===== src/hw/rtl/porr_pkg.sv =====
// ----------------------------------------------------------------------------
// porr_pkg: shared types and constants for the priority ring registry
// Field widths, command and status codes, sequencer states and default
// sizing for the registry core and its checker.
// ----------------------------------------------------------------------------
package porr_pkg;

  // default sizing
  localparam int MAX_ENTRIES_DEF   = 16;
  localparam int ID_BITS_DEF       = 8;
  localparam int PRIORITY_BITS_DEF = 8;

  // port field widths
  localparam int CMD_W    = 1;
  localparam int ID_W     = 8;
  localparam int PRIO_W   = 8;
  localparam int STATUS_W = 2;

  // command codes
  localparam logic [CMD_W-1:0] CMD_REGISTER = 1'b0;
  localparam logic [CMD_W-1:0] CMD_NEXT     = 1'b1;

  typedef enum logic [STATUS_W-1:0] {
    ST_OK    = 2'd0,
    ST_EMPTY = 2'd1,
    ST_FULL  = 2'd2
  } status_t;

  typedef enum logic [2:0] {
    S_IDLE,
    S_CMP,
    S_PLACE,
    S_NXT,
    S_EMIT
  } state_t;

endpackage


===== src/hw/rtl/porr_ram.sv =====
// ----------------------------------------------------------------------------
// porr_ram: generic single-write, single-read RAM
// One write port and one read port, read data registered.
// ----------------------------------------------------------------------------
module porr_ram #(
  parameter int WIDTH = 16,
  parameter int DEPTH = 16
) (
  input  logic                     clk,
  input  logic                     we,
  input  logic [$clog2(DEPTH)-1:0] waddr,
  input  logic [WIDTH-1:0]         wdata,
  input  logic [$clog2(DEPTH)-1:0] raddr,
  output logic [WIDTH-1:0]         rdata
);

  logic [WIDTH-1:0] mem [DEPTH];
  logic [WIDTH-1:0] rdata_r;

  always_ff @(posedge clk) begin
    if (we) begin
      mem[waddr] <= wdata;
    end
    rdata_r <= mem[raddr];
  end

  assign rdata = rdata_r;

endmodule


===== src/hw/rtl/priority_ordered_ring_registry_core.sv =====
// ----------------------------------------------------------------------------
// priority_ordered_ring_registry_core: priority-sorted handler ring
// Keeps registered handlers in descending priority order in a RAM and hands
// them out round robin from a start pointer that tracks its entry.
// ----------------------------------------------------------------------------
// Usage:
//   Input channel (in_valid/in_ready): one transfer carries a command.
//   CMD_REGISTER inserts in_handler_id/in_handler_priority ahead of the first
//   entry of equal or lower priority; CMD_NEXT returns the entry under the
//   start pointer. Every command yields exactly one result transfer on the
//   output channel (out_valid/out_ready) with status, id and priority.
//   Timing: one command is in flight at a time. A register walks the table
//   from the tail, one entry per cycle through the single RAM read port,
//   shifting each entry of equal or lower priority up one slot as it goes,
//   then writes the new entry in the place step. A full-table register or an
//   empty-table next goes straight to the emit step; a successful next reads
//   the entry under the start pointer through the registered RAM read port.
//   Reset: table count, start pointer and its set flag clear; the RAM is
//   not cleared, since only slots below the count are ever read.
//   Stall: the result sits in an output register; the core goes back to
//   idle and takes a new command while it waits. A second result waits in
//   the emit step until the output register frees up.
// ----------------------------------------------------------------------------
module priority_ordered_ring_registry_core #(
  parameter int MAX_ENTRIES   = porr_pkg::MAX_ENTRIES_DEF,
  parameter int ID_BITS       = porr_pkg::ID_BITS_DEF,
  parameter int PRIORITY_BITS = porr_pkg::PRIORITY_BITS_DEF
) (
  input  logic                          clk,
  input  logic                          rst_n,
  input  logic                          in_valid,
  output logic                          in_ready,
  input  logic [porr_pkg::CMD_W-1:0]    in_cmd,
  input  logic [porr_pkg::ID_W-1:0]     in_handler_id,
  input  logic [porr_pkg::PRIO_W-1:0]   in_handler_priority,
  output logic                          out_valid,
  input  logic                          out_ready,
  output logic [porr_pkg::STATUS_W-1:0] out_status,
  output logic [porr_pkg::ID_W-1:0]     out_chosen_id,
  output logic [porr_pkg::PRIO_W-1:0]   out_chosen_priority
);

  import porr_pkg::*;

  localparam int IDX_W = $clog2(MAX_ENTRIES);
  localparam int CNT_W = $clog2(MAX_ENTRIES + 1);
  localparam int ENT_W = ID_BITS + PRIORITY_BITS;

  // sequencer and table control
  state_t             state_r, state_nxt;
  logic [CNT_W-1:0]   count_r, count_nxt;
  logic [IDX_W-1:0]   ptr_r, ptr_nxt;
  logic               set_r, set_nxt;
  logic               out_valid_r, out_valid_nxt;

  // per-command working registers
  logic [IDX_W-1:0]         k_r, k_nxt;       // entry under compare
  logic [IDX_W-1:0]         pos_r, pos_nxt;   // insert slot / read slot
  logic [ID_BITS-1:0]       new_id_r, new_id_nxt;
  logic [PRIORITY_BITS-1:0] new_prio_r, new_prio_nxt;
  status_t                  res_status_r, res_status_nxt;
  logic [ID_W-1:0]          res_id_r, res_id_nxt;
  logic [PRIO_W-1:0]        res_prio_r, res_prio_nxt;

  // output register
  status_t                  out_status_r, out_status_nxt;
  logic [ID_W-1:0]          out_id_r, out_id_nxt;
  logic [PRIO_W-1:0]        out_prio_r, out_prio_nxt;

  // RAM port
  logic                     ram_we;
  logic [IDX_W-1:0]         ram_waddr;
  logic [ENT_W-1:0]         ram_wdata;
  logic [IDX_W-1:0]         ram_raddr;
  logic [ENT_W-1:0]         ram_rdata;

  logic [PRIORITY_BITS-1:0] rd_prio;
  logic [ID_BITS-1:0]       rd_id;
  logic [CNT_W-1:0]         wrap_pos;
  logic [IDX_W-1:0]         sel_pos;

  // entry layout: {id, priority}
  porr_ram #(
    .WIDTH (ENT_W),
    .DEPTH (MAX_ENTRIES)
  ) u_ram (
    .clk   (clk),
    .we    (ram_we),
    .waddr (ram_waddr),
    .wdata (ram_wdata),
    .raddr (ram_raddr),
    .rdata (ram_rdata)
  );

  assign rd_prio  = ram_rdata[PRIORITY_BITS-1:0];
  assign rd_id    = ram_rdata[ENT_W-1:PRIORITY_BITS];
  assign wrap_pos = CNT_W'(pos_r) + 1'b1;
  // a stale pointer (at or past the count) reads the head
  assign sel_pos  = (!set_r || (CNT_W'(ptr_r) >= count_r)) ? '0 : ptr_r;

  assign in_ready            = (state_r == S_IDLE);
  assign out_valid           = out_valid_r;
  assign out_status          = out_status_r;
  assign out_chosen_id       = out_id_r;
  assign out_chosen_priority = out_prio_r;

  always_comb begin
    state_nxt      = state_r;
    count_nxt      = count_r;
    ptr_nxt        = ptr_r;
    set_nxt        = set_r;
    k_nxt          = k_r;
    pos_nxt        = pos_r;
    new_id_nxt     = new_id_r;
    new_prio_nxt   = new_prio_r;
    res_status_nxt = res_status_r;
    res_id_nxt     = res_id_r;
    res_prio_nxt   = res_prio_r;
    out_status_nxt = out_status_r;
    out_id_nxt     = out_id_r;
    out_prio_nxt   = out_prio_r;
    out_valid_nxt  = out_valid_r;
    ram_we         = 1'b0;
    ram_waddr      = '0;
    ram_wdata      = '0;
    ram_raddr      = '0;

    // result taken by the receiver
    if (out_valid_r && out_ready) begin
      out_valid_nxt = 1'b0;
    end

    unique case (state_r)
      S_IDLE: begin
        if (in_valid) begin
          new_id_nxt   = ID_BITS'(in_handler_id);
          new_prio_nxt = PRIORITY_BITS'(in_handler_priority);
          res_id_nxt   = '0;
          res_prio_nxt = '0;
          if (in_cmd == CMD_REGISTER) begin
            if (count_r == CNT_W'(MAX_ENTRIES)) begin
              res_status_nxt = ST_FULL;
              state_nxt      = S_EMIT;
            end else if (count_r == '0) begin
              pos_nxt   = '0;
              state_nxt = S_PLACE;
            end else begin
              // start the walk at the tail
              k_nxt     = IDX_W'(count_r - 1'b1);
              ram_raddr = IDX_W'(count_r - 1'b1);
              state_nxt = S_CMP;
            end
          end else begin
            if (count_r == '0) begin
              res_status_nxt = ST_EMPTY;
              state_nxt      = S_EMIT;
            end else begin
              ram_raddr = sel_pos;
              pos_nxt   = sel_pos;
              state_nxt = S_NXT;
            end
          end
        end
      end

      S_CMP: begin
        if (rd_prio > new_prio_r) begin
          pos_nxt   = k_r + 1'b1;
          state_nxt = S_PLACE;
        end else begin
          // shift this entry up one slot and keep walking toward the head
          ram_we    = 1'b1;
          ram_waddr = k_r + 1'b1;
          ram_wdata = ram_rdata;
          if (k_r == '0) begin
            pos_nxt   = '0;
            state_nxt = S_PLACE;
          end else begin
            k_nxt     = k_r - 1'b1;
            ram_raddr = k_r - 1'b1;
          end
        end
      end

      S_PLACE: begin
        ram_we    = 1'b1;
        ram_waddr = pos_r;
        ram_wdata = {new_id_r, new_prio_r};
        count_nxt = count_r + 1'b1;
        // pointer follows its entry when the insert lands at or before it
        if (set_r && (ptr_r >= pos_r)) begin
          ptr_nxt = ptr_r + 1'b1;
        end
        res_status_nxt = ST_OK;
        state_nxt      = S_EMIT;
      end

      S_NXT: begin
        res_status_nxt = ST_OK;
        res_id_nxt     = ID_W'(rd_id);
        res_prio_nxt   = PRIO_W'(rd_prio);
        if (!set_r) begin
          // first next: park on the head, no advance
          set_nxt = 1'b1;
          ptr_nxt = '0;
        end else if (wrap_pos >= count_r) begin
          ptr_nxt = '0;
        end else begin
          ptr_nxt = IDX_W'(wrap_pos);
        end
        state_nxt = S_EMIT;
      end

      S_EMIT: begin
        if (!out_valid_r || out_ready) begin
          out_valid_nxt  = 1'b1;
          out_status_nxt = res_status_r;
          out_id_nxt     = res_id_r;
          out_prio_nxt   = res_prio_r;
          state_nxt      = S_IDLE;
        end
      end

      default: begin
        state_nxt = S_IDLE;
      end
    endcase
  end

  // control state
  always_ff @(posedge clk) begin
    if (!rst_n) begin
      state_r     <= S_IDLE;
      count_r     <= '0;
      ptr_r       <= '0;
      set_r       <= 1'b0;
      out_valid_r <= 1'b0;
    end else begin
      state_r     <= state_nxt;
      count_r     <= count_nxt;
      ptr_r       <= ptr_nxt;
      set_r       <= set_nxt;
      out_valid_r <= out_valid_nxt;
    end
  end

  // payload
  always_ff @(posedge clk) begin
    k_r          <= k_nxt;
    pos_r        <= pos_nxt;
    new_id_r     <= new_id_nxt;
    new_prio_r   <= new_prio_nxt;
    res_status_r <= res_status_nxt;
    res_id_r     <= res_id_nxt;
    res_prio_r   <= res_prio_nxt;
    out_status_r <= out_status_nxt;
    out_id_r     <= out_id_nxt;
    out_prio_r   <= out_prio_nxt;
  end

endmodule


===== config.mk =====
export PLATFORM = sky130hd
export DESIGN_NAME = priority_ordered_ring_registry_core
export DESIGN_NICKNAME = d
export VERILOG_FILES = /design/src/hw/rtl/porr_pkg.sv /design/src/hw/rtl/porr_ram.sv /design/src/hw/rtl/priority_ordered_ring_registry_core.sv
export SDC_FILE = /design/constraint.sdc
export NUM_CORES = 1
export LEC_CHECK = 0
export BUFFER_PORTS_ARGS = -buffer_cell sky130_fd_sc_hd__buf_2
export CELL_PAD_IN_SITES_DETAIL_PLACEMENT = 1
export CELL_PAD_IN_SITES_GLOBAL_PLACEMENT = 1
export CORE_UTILIZATION = 53
export CTS_BUF_LIST = sky130_fd_sc_hd__clkbuf_4 sky130_fd_sc_hd__clkbuf_8 sky130_fd_sc_hd__clkbuf_16
export DETAILED_ROUTE_END_ITERATION = 8
export MAX_ROUTING_LAYER = met4
export PLACE_DENSITY_LB_ADDON = 0.1
export SYNTH_ARGS = -nofsm -noshare
export SYNTH_HDL_FRONTEND = slang
export SYNTH_SLANG_ARGS = --single-unit

===== constraint.sdc =====
create_clock -name clk -period 4.9 [get_ports clk]
set_clock_uncertainty 0.2 [all_clocks]
set_input_delay 0.49 -clock clk [delete_from_list [all_inputs] [get_ports clk]]
set_output_delay 0.49 -clock clk [all_outputs]
set_load 0.005 [all_outputs]

==> results.md, run 1 <==
- The global placer's final weighted congestion is 0.8473.
- The number of failing hold endpoints at the final stage is 0.
- The worst hold slack across all endpoints is 44.99 ps.
- The repair_antennas step left the layout with diodes totalling 0.
- The capturing element of the worst setup path is u_ram.rdata[5].
- The cell depth of the worst hold path is 2.
- By area the synthesized netlist is led by edfxtp_1, dfxtp_1, and3_1, ha_1, mux2_2.
- The critical path capture point type is a flop.
- The DRC violation count after routing is 0.
- Registers take 0.01009 mm2.
- The number of instances in the synthesized netlist is 996.
- The die width is 167.8 um.
- The initial antenna violation count is 0.
- For the pin with the worst max-slew slack, the measured transition is 1006 ps.
- The final-layout setup total negative slack is 0 ps.
- The clock slew at the register clock pins of the worst setup and hold paths is 60 ps.
- The post-CTS setup repair buffer count is 0.
- The clock reaches the later pin of the worst-skew pair after approximately 540 ps.
- The row count is 60.
- The total routing usage reported by global routing is 30.20%.
- Gates resized during post-CTS repair numbered 0.
- For the finished layout, the period the worst path requires is 4203 ps.
- The leakage dissipation is 6.234 nW.
- In the layout the commonest cells are edfxtp_1, and3_1, nand2_1, a21oi_1, buf_2.
- Data arrives at the worst endpoint at approximately 4400 ps.
- The share of total power dissipated in sequential elements is a little under half.
- The mapped netlist covers around 0.015 mm2.
- Per report_power, the combinational group accounts for 19.8% of the total.
- The core region area is 0.02695 mm2.
- The kind of critical path is flop to flop.
- In this run, the clock network consumes about a third of the power.
- For this design the total switching power over the nets is 2.521 mW.
- The number of enable flip-flop cells after synthesis is ~320.
- At the end of the flow the core is filled with cells to 61.87%.
- The first global-routing pass estimated roughly 60000 um of wire.
- The number of global-route vias before repair is ~9500.
- The total die area is 0.02816 mm2.
- In this run switching power makes up 29.53% of total power.
- The number of warnings issued by yosys is 0.
- The tool flagged a number of max-cap violations equal to 0.
- The net count of the mapped netlist is around 1000.
- The number of I/O pins is 41.
- The average instance in the mapped netlist occupies 14.63 um2.
- For this run, the register share of the synthesized area comes to 69.25%.
- In this run the clock root is driven by a clkbuf_16.
- Of all nets on the critical path, the largest fanout is 18.
- The run finished with clean final reports.
- Summing the areas of all fa, ha and maj instances in the mapped netlist gives 2.491% of the synthesized area.
- Setup violations remaining at the end of the flow were counted as 0.
- The initial utilization of the core area, before any placement, comes to 54.06%.
- The path class of the lowest-slack min-delay path is input port to flop.
- The count of nets left with antenna violations once routing finished came out at 0.
- The area share of the leading cell type in the synthesized netlist is about two thirds.
- The TritonCTS clock tree is yes.
- The area growth from synthesis to layout is 14.45%.
- Setup repair after global routing left no endpoint under its margin.
- Leaving out fill and tap cells, the most frequent cell in the layout is edfxtp_1.
- The iteration-0 DRC count of the detailed router is between 700 and 800.
- STA classifies the critical path startpoint as a flop.
- IR analysis of the VDD net gives a maximum drop of just under 0.0003 V.
- The simple-gate share of the synthesized area is a little under a tenth.
- The die is roughly 170 um tall.
- After filler insertion, the fill cell instance count of the layout stands at around 2500.
- In the synthesized netlist, mux cells make up under 10% of the area.
- For this run the aggregate overflow at the end of global routing stands at 0.
- The number of input and output port buffers inserted is 40.
- Power comes to 8.537 mW.
- The power density over cell area is 512.0 mW/mm2.
- The total wirelength of the detailed-routed design is 39930 um.
- The count of state elements after synthesis is 346.
- The post-detailed-route via-to-cell ratio is 6.239.
- Of the available clock period, the critical path in the final layout requires 85.77%.
- The worst-case headroom to the max-slew limit is 32.75%.
- The beginning of the critical path is count_r[2].
- Summing all multi-input logic gate instances after layout gives 0.004129 mm2.
- The biggest area consumer among synthesized cells is edfxtp_1.
- The xor/xnor cell area share of the yosys netlist is less than 1%.
- The total via count in the routed design is 9028.
- The total number of H-tree levels is 2.
- The clock drives 346 sinks.
- For the worst flop-to-flop path, the logic depth is 11.
- The number of hold buffers added after CTS is 16.
- Detailed placement ended at an HPWL of 24350 um.
- The clock passes through at most 3 buffers.
- The share of synthesized flip-flops with an asynchronous set or reset is 0%.
- The complex-gate fraction of the synthesized area is about 11%.
- The final net count is 1126.
- The beginning of the worst register-to-register path is count_r[2].
- In this run the critical register-to-register path is captured at u_ram.rdata[5].
- Counting distinct cell types in the post-synthesis netlist gives 75.
- The most used flip-flop cell after synthesis is edfxtp_1.
- The post-route netlist has approximately a fifth of its cells at a drive strength greater than 1.
- The combinational family with the most area after synthesis is compound AO/OA/AOI/OAI gates.
- The number of search-and-repair iterations in the first detailed-routing pass is 4.
- Data on the critical path is required at its endpoint by 5100 ps.
- Setup slack on the worst reg-to-reg path comes out at 700 ps.
- TritonCTS created 38 clock buffers.
- The peak clock frequency supported by timing is 237.9 MHz.
- The largest net degree at the start of global routing is a little under 80.
- The final max-slew violation count was 0.
- Internal power comes to about 6.0 mW.
- Dividing the detail-routed wire length by the instance count gives 27.60 um.
through the flow:
| stage | std cells | instance area (um2) | setup slack, ps |
|---|---|---|---|
| CTS | 1447 | 16670 | 751.9 |
| floorplan | 996 | 14570 | 1204 |
| finish | 1447 | 16670 | 697.2 |
| detailed placement | 1361 | 15260 | 874.4 |
| global placement | 1361 | 15260 | 971.9 |
| global route | 1447 | 16670 | 471.0 |
kinds of logic (layout without fill, tap and decap cells):
logic type	Yosys count	count (layout)
AO/OA/AOI/OAI	229	229
XOR/XNOR	14	14
adder cells (fa/ha/maj)	29	29
buffers and inverters	89	199
flip-flops	346	346
multiplexers	54	54
AND/OR/NAND/NOR	235	235
routing by layer:
metal | GRT usage [%] | up-vias | part of all wire, %
met2 | 47.81 | 324 | 48
li1 | - | 4033 | -
met1 | 39.47 | 4601 | 43
met5 | - | - | 0
met4 | 9.852 | 0 | 2.9
met3 | 5.853 | 70 | 6.7
power by group through the flow:
stage | combinational, mW | clock [mW] | sequential, mW
after floorplan | 1.08 | 0 | 3.93
after global placement | 1.61 | 0 | 4.04
after detailed placement | 1.66 | 0 | 4.05
after CTS | 1.68 | 2.86 | 3.99
after global routing | 1.83 | 2.97 | 4.03
final | 1.69 | 2.84 | 4.00
worst min-delay path by stage:
stage                             to   startpoint  slack, ps
floorplan           out_chosen_id[0]  res_id_r[0]        200
global placement    out_chosen_id[0]  res_id_r[0]        200
detailed placement  out_chosen_id[7]  res_id_r[7]        210
CTS                         ptr_r[0]        rst_n         40
global route                ptr_r[0]        rst_n         40
finish                      ptr_r[0]        rst_n         40
sequential cells by signal (all words and copies together) (netlist names), 3 cells and up:
name / count
res_prio_r: 8
pos_r: 4
k_r: 4
new_id_r: 8
new_prio_r: 8
ptr_r: 4
out_chosen_priority: 8
u_ram.rdata: 16
state_r: 3
out_chosen_id: 8
res_id_r: 8
u_ram.mem: 256
count_r: 5
cells in the mapped netlist (8+ instances only):
cell and number:
edfxtp_1 316, and3_1 64, nand2_1 55, nor2_1 45
a21oi_1 42, inv_1 38, o21ai_0 31, dfxtp_1 30
mux2_2 30, ha_1 29, clkbuf_1 25, a211oi_1 24
mux2i_1 24, a211o_1 23, a22o_1 22, buf_2 18
o22ai_1 15, nand2b_1 14, a32o_1 11, o211ai_1 10
nor2b_1 9, xnor2_1 9, nor3_1 8
final cells by class:
class | instances | share of cell area [%]
timing repair buffer | 91 | 3.812
sequential | 346 | 60.51
clock inverter | 21 | 1.088
inverter | 38 | 0.8554
clock buffer | 49 | 6.416
tap | 341 | 2.559
multi-input combinational | 561 | 24.76
critical path, stage by stage (launching register included):
cell      delay (ps)
dfxtp_1          520
inv_1            160
ha_1             320
nand2_1           50
o21ai_0          320
o21ai_1          170
and3_1           240
a211oi_4         790
nor3_1           310
buf_4            290
a32o_1           250
nor4b_2          430
Power figures use the tool's default switching activity.
==> run 2, diff against run 1 <==
--- a/config.mk
+++ b/config.mk
@@ -12,7 +12,7 @@
 export CTS_BUF_LIST = sky130_fd_sc_hd__clkbuf_4 sky130_fd_sc_hd__clkbuf_8 sky130_fd_sc_hd__clkbuf_16
 export DETAILED_ROUTE_END_ITERATION = 8
 export MAX_ROUTING_LAYER = met4
-export PLACE_DENSITY_LB_ADDON = 0.1
+export PLACE_DENSITY = 0.79
 export SYNTH_ARGS = -nofsm -noshare
 export SYNTH_HDL_FRONTEND = slang
 export SYNTH_SLANG_ARGS = --single-unit
==> results.md, run 2 (same netlist as run 1, synthesis figures left out) <==
- The final max-slew violation count is 0.
- TritonCTS built the clock tree.
- The worst setup timing slack at the placement stage is 815.6 ps.
- The post-detailed-route via-to-cell ratio is approximately 6.4.
- The register-to-register setup slack is 470 ps.
- The deepest clock path buffer count is 3.
- Timing would allow up to 225.6 MHz.
- The total routing usage reported by global routing is 30.98%.
- The DRC violation count after routing is 0.
- Measured on the finished design, the core utilization comes to roughly three fifths.
- The post-CTS setup repair buffer count is 0.
- The core region is around 0.027 mm2.
- The fraction of met1 tracks used by global routing is about two fifths.
- The buffer cell driving the clock tree root is clkbuf_16.
- Once detailed placement completed, the half-perimeter wirelength came to around 25000 um.
- Counting instances, the worst hold path has a depth of 2.
- The initial antenna violation count is 2.
- The power density over cell area is 518.3 mW/mm2.
- The effective utilization at floorplan is 54.06%.
- TritonCTS created 37 clock buffers.
- STA classifies the critical path endpoint as a flop.
- On the critical path the largest part of the delay comes from simple AND/OR/NAND/NOR gates.
- From left edge to right edge, the die measures between 150 and 200 um.
- Across all setup checks in the final design, the least slack found is about 470 ps.
- After clock tree synthesis, the clock-pin slew on the worst setup and hold paths is 70 ps.
- The slowest stage of the critical path is the nand2_1 cell.
- Setup violations remaining at the end of the flow were counted as 0.
- The met2 track demand over resource is 49.67%.
- The largest single stage delay on the critical path is ~850 ps.
- Leaving out fill and tap cells, the most frequent cells in the layout are edfxtp_1, and3_1, nand2_1, a21oi_1, buf_2.
- The final period demand of the worst path is 4432 ps.
- The worst path required time is 5090 ps.
- Routability-driven placement finished with a final weighted congestion of 0.8371.
- The placed instances occupy a cell area of ~0.015 mm2.
- The average detailed-routed wire length per instance is 29.07 um.
- The worst-case headroom to the max-slew limit is 26.96%.
- The final-layout setup total negative slack is 0 ps.
- The arrival time at the worst endpoint is 4620 ps.
- For this design, the CTS-stage hold fixing added 16 buffers.
- The number of search-and-repair iterations in the first detailed-routing pass is 5.
- The total of max-cap violations is 0.
- In this run the worst path has a maximum fanout of 15.
- The register with the most flip-flops in the layout has 256 of them.
- The count of cells along the worst register-to-register path is 10.
- The number of routed nets with antenna violations is 0.
- The first-pass GRT wire length is slightly above 60000 um.
- At the end of the flow, the number of nets in the layout was ~1100.
- The H-tree was split into 2 levels.
- The number of I/O pins is just over 40.
- The number of buffers and inverters on the critical path is 1.
- The register containing the most flip-flops in the final layout is u_ram.mem.
- Counting buffers and inverters, the worst setup path is 10 cells deep.
- The total wirelength of the detailed-routed design is 42010 um.
- Clock tree synthesis found a total of 346 sinks.
- Relative to the synthesized area, the layout overhead comes to 14.57%.
- Setup repair after global routing left no endpoint under its margin.
- The endpoint identified for the worst register-to-register timing path is u_ram.rdata[1].
- The row count is 60.
- The beginning of the worst register-to-register path is u_ram.rdata[5].
- Leaving out fill and tap cells, the most frequent cell in the layout is edfxtp_1.
- The total overflow reported by the global router is 0.
- The fraction of met3 tracks used by global routing is under 10%.
- On the final layout, the worst hold slack is 60.51 ps.
- The number of input and output port buffers inserted is 40.
- By startpoint and endpoint, the worst setup path is classified as flop to flop.
- In this run the most critical hold path is launched from rst_n.
- The worst setup path is launched from a flop.
- The total die area is 0.02816 mm2.
- The count of cells resized by post-cts repair is 0.
- The most utilized layer in the global route result is met2.
- The leakage dissipation is 6.220 nW.
- At the pin with the least slew margin, the transition time is 1095 ps.
- The worst-skew pair later-pin latency is about 520 ps.
- The number of failing hold endpoints at the final stage was 0.
- The path with the worst hold slack has its endpoint at ptr_r[0].
- The number of global-route vias before repair is 9868.
- The fraction of final layout cells sized beyond drive strength 1 is 18.68%.
- The final clock period utilization by the worst path is 90.46%.
- The flow ran to the end, and the final reports show no timing, DRC or antenna violations.
- The iteration-0 DRC count of the detailed router is approximately 900.
- Entering global routing, the biggest net connects 44 pins.
- Detailed routing inserted a total of 9314 vias.
- IR analysis of the VDD net gives a maximum drop of 0.0004140 V.
- The signal on the critical path passes through ha_1 -> a211oi_1 -> nor2_1 -> nor4bb_1 -> o21ai_0 -> nand2_1 -> buf_4 -> nand2b_1 -> a21oi_1 -> nor4_2.
- The cell area after layout is 0.01669 mm2.
- The path class of the lowest-slack min-delay path is input port to flop.
- From bottom edge to top edge, the die measures 167.8 um.
run 2: cell types whose count changed in the layout (fill, tap and decap cells not counted), sizes merged:
cell	change
bufinv	+2
inv	-1
clkinv	-3
buf	-1
diode	+1
run 2: per-layer routing:
layer  part of all wire [%]  wire, um
met1                     41     17080
met2                     48     20320
met3                    7.3      3086
met4                    3.6      1517
met5                      0         0
run 2: how the worst max path moves through the flow:
stage	start	to	slack (ps)
floorplan	new_prio_r[5]	u_ram.mem[0][0]	1200
global placement	count_r[2]	u_ram.rdata[0]	880
detailed placement	count_r[2]	u_ram.rdata[12]	820
CTS	u_ram.rdata[5]	u_ram.rdata[3]	630
global route	u_ram.rdata[5]	u_ram.rdata[1]	420
finish	u_ram.rdata[5]	u_ram.rdata[1]	470
run 2: worst register-to-register path: stages, from the launching register on:
cell and delay, ps:
dfxtp_1 510, ha_1 340, a211oi_1 330, nor2_1 170
nor4bb_1 600, o21ai_0 270, nand2_1 850, buf_4 380
nand2b_1 200, a21oi_1 390, nor4_2 70
run 2: power by group:
| part | leakage, nW | switching [mW] | internal (mW) |
|---|---|---|---|
| Sequential | 3.24 | 0.261 | 3.76 |
| Clock | 0.628 | 1.16 | 1.75 |
| Combinational | 2.35 | 1.13 | 0.598 |
run 2: through the flow:
stage | total power [mW] | instances
floorplan | 5.005 | 996
global placement | 5.602 | 1360
detailed placement | 5.705 | 1360
CTS | 8.624 | 1444
global route | 8.893 | 1445
finish | 8.652 | 1445
run 2: cell type report:
type | count | area [um2]
Multi-Input combinational cell | 561 | 4124
Fill cell | 2503 | 10260
Clock buffer | 49 | 1064
Clock inverter | 19 | 202.7
Tap cell | 341 | 426.7
Inverter | 38 | 142.6
Timing Repair Buffer | 90 | 640.6
Antenna cell | 1 | 2.502
Sequential cell | 346 | 10090
==> run 3, diff against run 2 <==
--- a/config.mk
+++ b/config.mk
@@ -12,7 +12,7 @@
 export CTS_BUF_LIST = sky130_fd_sc_hd__clkbuf_4 sky130_fd_sc_hd__clkbuf_8 sky130_fd_sc_hd__clkbuf_16
 export DETAILED_ROUTE_END_ITERATION = 8
 export MAX_ROUTING_LAYER = met4
-export PLACE_DENSITY = 0.79
+export PLACE_DENSITY = 0.91
 export SYNTH_ARGS = -nofsm -noshare
 export SYNTH_HDL_FRONTEND = slang
 export SYNTH_SLANG_ARGS = --single-unit
==> results.md, run 3 (same netlist as run 1, synthesis figures left out) <==
- The flow ran to the end, and the final reports show no timing, DRC or antenna violations.
- After floorplanning, the core was divided into 60 placement rows.
- The power density over cell area is 526.1 mW/mm2.
- The post-CTS setup repair buffer count is 0.
- The count of cells along the worst register-to-register path is 11.
- The critical path capture point type is a flop.
- Total power for the finished layout comes to 8.736 mW.
- The total overflow reported by the global router is 0.
- The routed design could run at a clock period as short as 4334 ps.
- Before CTS, the worst setup slack after placement is 793.2 ps.
- The global placer's final weighted congestion is 0.8877.
- The total of max-cap violations is 0.
- Setup repair after global routing left no endpoint under its margin.
- The number of flip-flops in the largest register is 256.
- The deepest clock path buffer count is 3.
- In the global route stage, overall resource usage came out at a little over a third.
- The largest net degree at the start of global routing is 76.
- The clock sink count is 346.
- The number of hold buffers added after CTS is 16.
- The DRC violation count after routing is 0.
- With fillers left out, the area of the finished cells amounts to 0.01661 mm2.
- In the layout the commonest cells are edfxtp_1, and3_1, nand2_1, a21oi_1, buf_2.
- The critical path's top delay family is simple AND/OR/NAND/NOR gates.
- The core region area is about 0.027 mm2.
- The detailed-placement wirelength estimate is 27220 um.
- STA classifies the critical path startpoint as a flop.
- The final clock period utilization by the worst path is roughly nine tenths.
- The total die area is 0.02816 mm2.
- The highest fanout seen on the critical path is 14.
- The number of failing hold endpoints at the final stage came to 0.
- For this run, the share of the core covered by cells in the final layout is 61.62%.
- The total via count in the routed design is 10010.
- Setup violations remaining at the end of the flow were counted as 0.
- The vertical die dimension is 167.8 um.
- The number of global-route vias before repair is 10580.
- The beginning of the worst register-to-register path is new_prio_r[5].
- The register-to-register setup slack is 570 ps.
- The number of search-and-repair iterations in the first detailed-routing pass is 9.
- The path class of the lowest-slack min-delay path is input port to flop.
- The TritonCTS buffer count is 36.
- In the routed layout, each cell is associated on average with a via count of 6.947.
- For the worst setup path, the data arrival time is 4570 ps.
- The iteration-0 DRC count of the detailed router is 1257.
- The final-layout setup total negative slack is 0 ps.
- 41 I/O pins were placed.
- The die width is 167.8 um.
- The clock reaches the later pin of the worst-skew pair after approximately 540 ps.
- The largest single stage delay on the critical path is 720 ps.
- The final net count is 1121.
- Measured against its own limit, the worst slew margin works out to 21.46%.
- The buffering stage count on the worst path with inverters included is 2.
- The number of routed nets with antenna violations is 0.
- Data on the critical path is required at its endpoint by 5130 ps.
- The first-pass GRT wire length is 69800 um.
- The library cell used most frequently in the layout, excluding fill and tap cells, is edfxtp_1.
- The analysis attributes to cell leakage a power of just over 6 nW.
- The multi-input combinational cell area is 0.004124 mm2.
- Once placement finished, the instance area stood at 0.01522 mm2.
- The count of cells resized by post-cts repair is 0.
- The total wirelength of the detailed-routed design is 47400 um.
- Across the VDD grid, the largest voltage drop is roughly 0.00032 V.
- Clock-pin slew was measured on the worst setup and hold paths at roughly 70 ps.
- In this run the number of cells on the critical path is 11.
- The register area is 0.01009 mm2.
- The capturing element of the worst setup path is u_ram.rdata[5].
- The final max-slew violation count was 0.
- The peak clock frequency supported by timing is 230.8 MHz.
- In this run the tool buffered the top-level ports with 40 buffer cells.
- u_ram.mem holds more flip-flops than any other register.
- TritonCTS built the clock tree.
- The number of filler cells placed in the layout is 2462.
- Clock tree synthesis selected as its root buffer the cell clkbuf_16.
- The actual transition at the worst max-transition pin is 1170 ps.
- Setup slack on the critical path of the routed design comes to ~570 ps.
- The kind of critical path is flop to flop.
- The worst-path cell with the longest stage delay is nor4bb_1.
- The signal on the critical path passes through inv_1 -> ha_1 -> a211oi_1 -> nor2_1 -> nor4bb_1 -> o21ai_0 -> nand2_1 -> nor3_2 -> buf_4 -> a32o_1 -> nor4b_2.
- Cells with a size suffix above 1 make up 18.58% of the layout.
- The endpoint of the worst-slack reg-to-reg timing path is u_ram.rdata[5].
- The total number of H-tree levels is 2.
- The initial antenna violation count is 1.
- The effective utilization at floorplan is between 50% and 60%.
- The beginning of the critical path is new_prio_r[5].
- In the final routed layout, each cell accounts on average for 32.89 um.
- The layout overhead on the synthesized area is 13.99%.
-- run 3: final cells by class --
cell class / instances / area share [%]
antenna: 2 / 0.03014
clock buffer: 48 / 6.155
clock inverter: 17 / 1.183
inverter: 38 / 0.8589
multi-input combinational: 561 / 24.83
sequential: 346 / 60.75
tap: 341 / 2.569
timing repair buffer: 88 / 3.616
-- run 3: metal layers --
| layer | global-route usage, % | vias up | wire (um) |
|---|---|---|---|
| met5 | - | - | 0 |
| li1 | - | 4021 | - |
| met3 | 6.770 | 210 | 4113 |
| met2 | 57.17 | 712 | 22950 |
| met1 | 41.42 | 5067 | 17410 |
| met4 | 20.30 | 0 | 2929 |
-- run 3: how the worst min path moves through the flow --
stage                        from                endpoint  slack [ps]  cells past startpoint
floorplan             res_id_r[0]        out_chosen_id[0]         200                      0
global placement      res_id_r[1]        out_chosen_id[1]         200                      0
detailed placement  res_prio_r[0]  out_chosen_priority[0]         210                      0
CTS                         rst_n                ptr_r[0]          60                      2
global route                rst_n                ptr_r[0]          70                      2
finish                      rst_n                ptr_r[0]          60                      2
-- run 3: worst register-to-register path: stages, from the launching register on --
cell      delay, ps
edfxtp_1        420
inv_1           100
ha_1            330
a211oi_1        340
nor2_1          170
nor4bb_1        720
o21ai_0         260
nand2_1         560
nor3_2          250
buf_4           270
a32o_1          280
nor4b_2         320
-- run 3: where the power goes --
part / internal (mW) / switching [mW]
combinational: 0.598 / 1.23
clock: 1.69 / 1.18
sequential: 3.76 / 0.285
total: 6.04 / 2.69
-- run 3: through the flow --
| stage | instances | hold WS, ps |
|---|---|---|
| finish | 1441 | 56.19 |
| global route | 1440 | 65.76 |
| CTS | 1439 | 56.82 |
| detailed placement | 1358 | 206.3 |
| global placement | 1358 | 201.3 |
| floorplan | 996 | 200.3 |
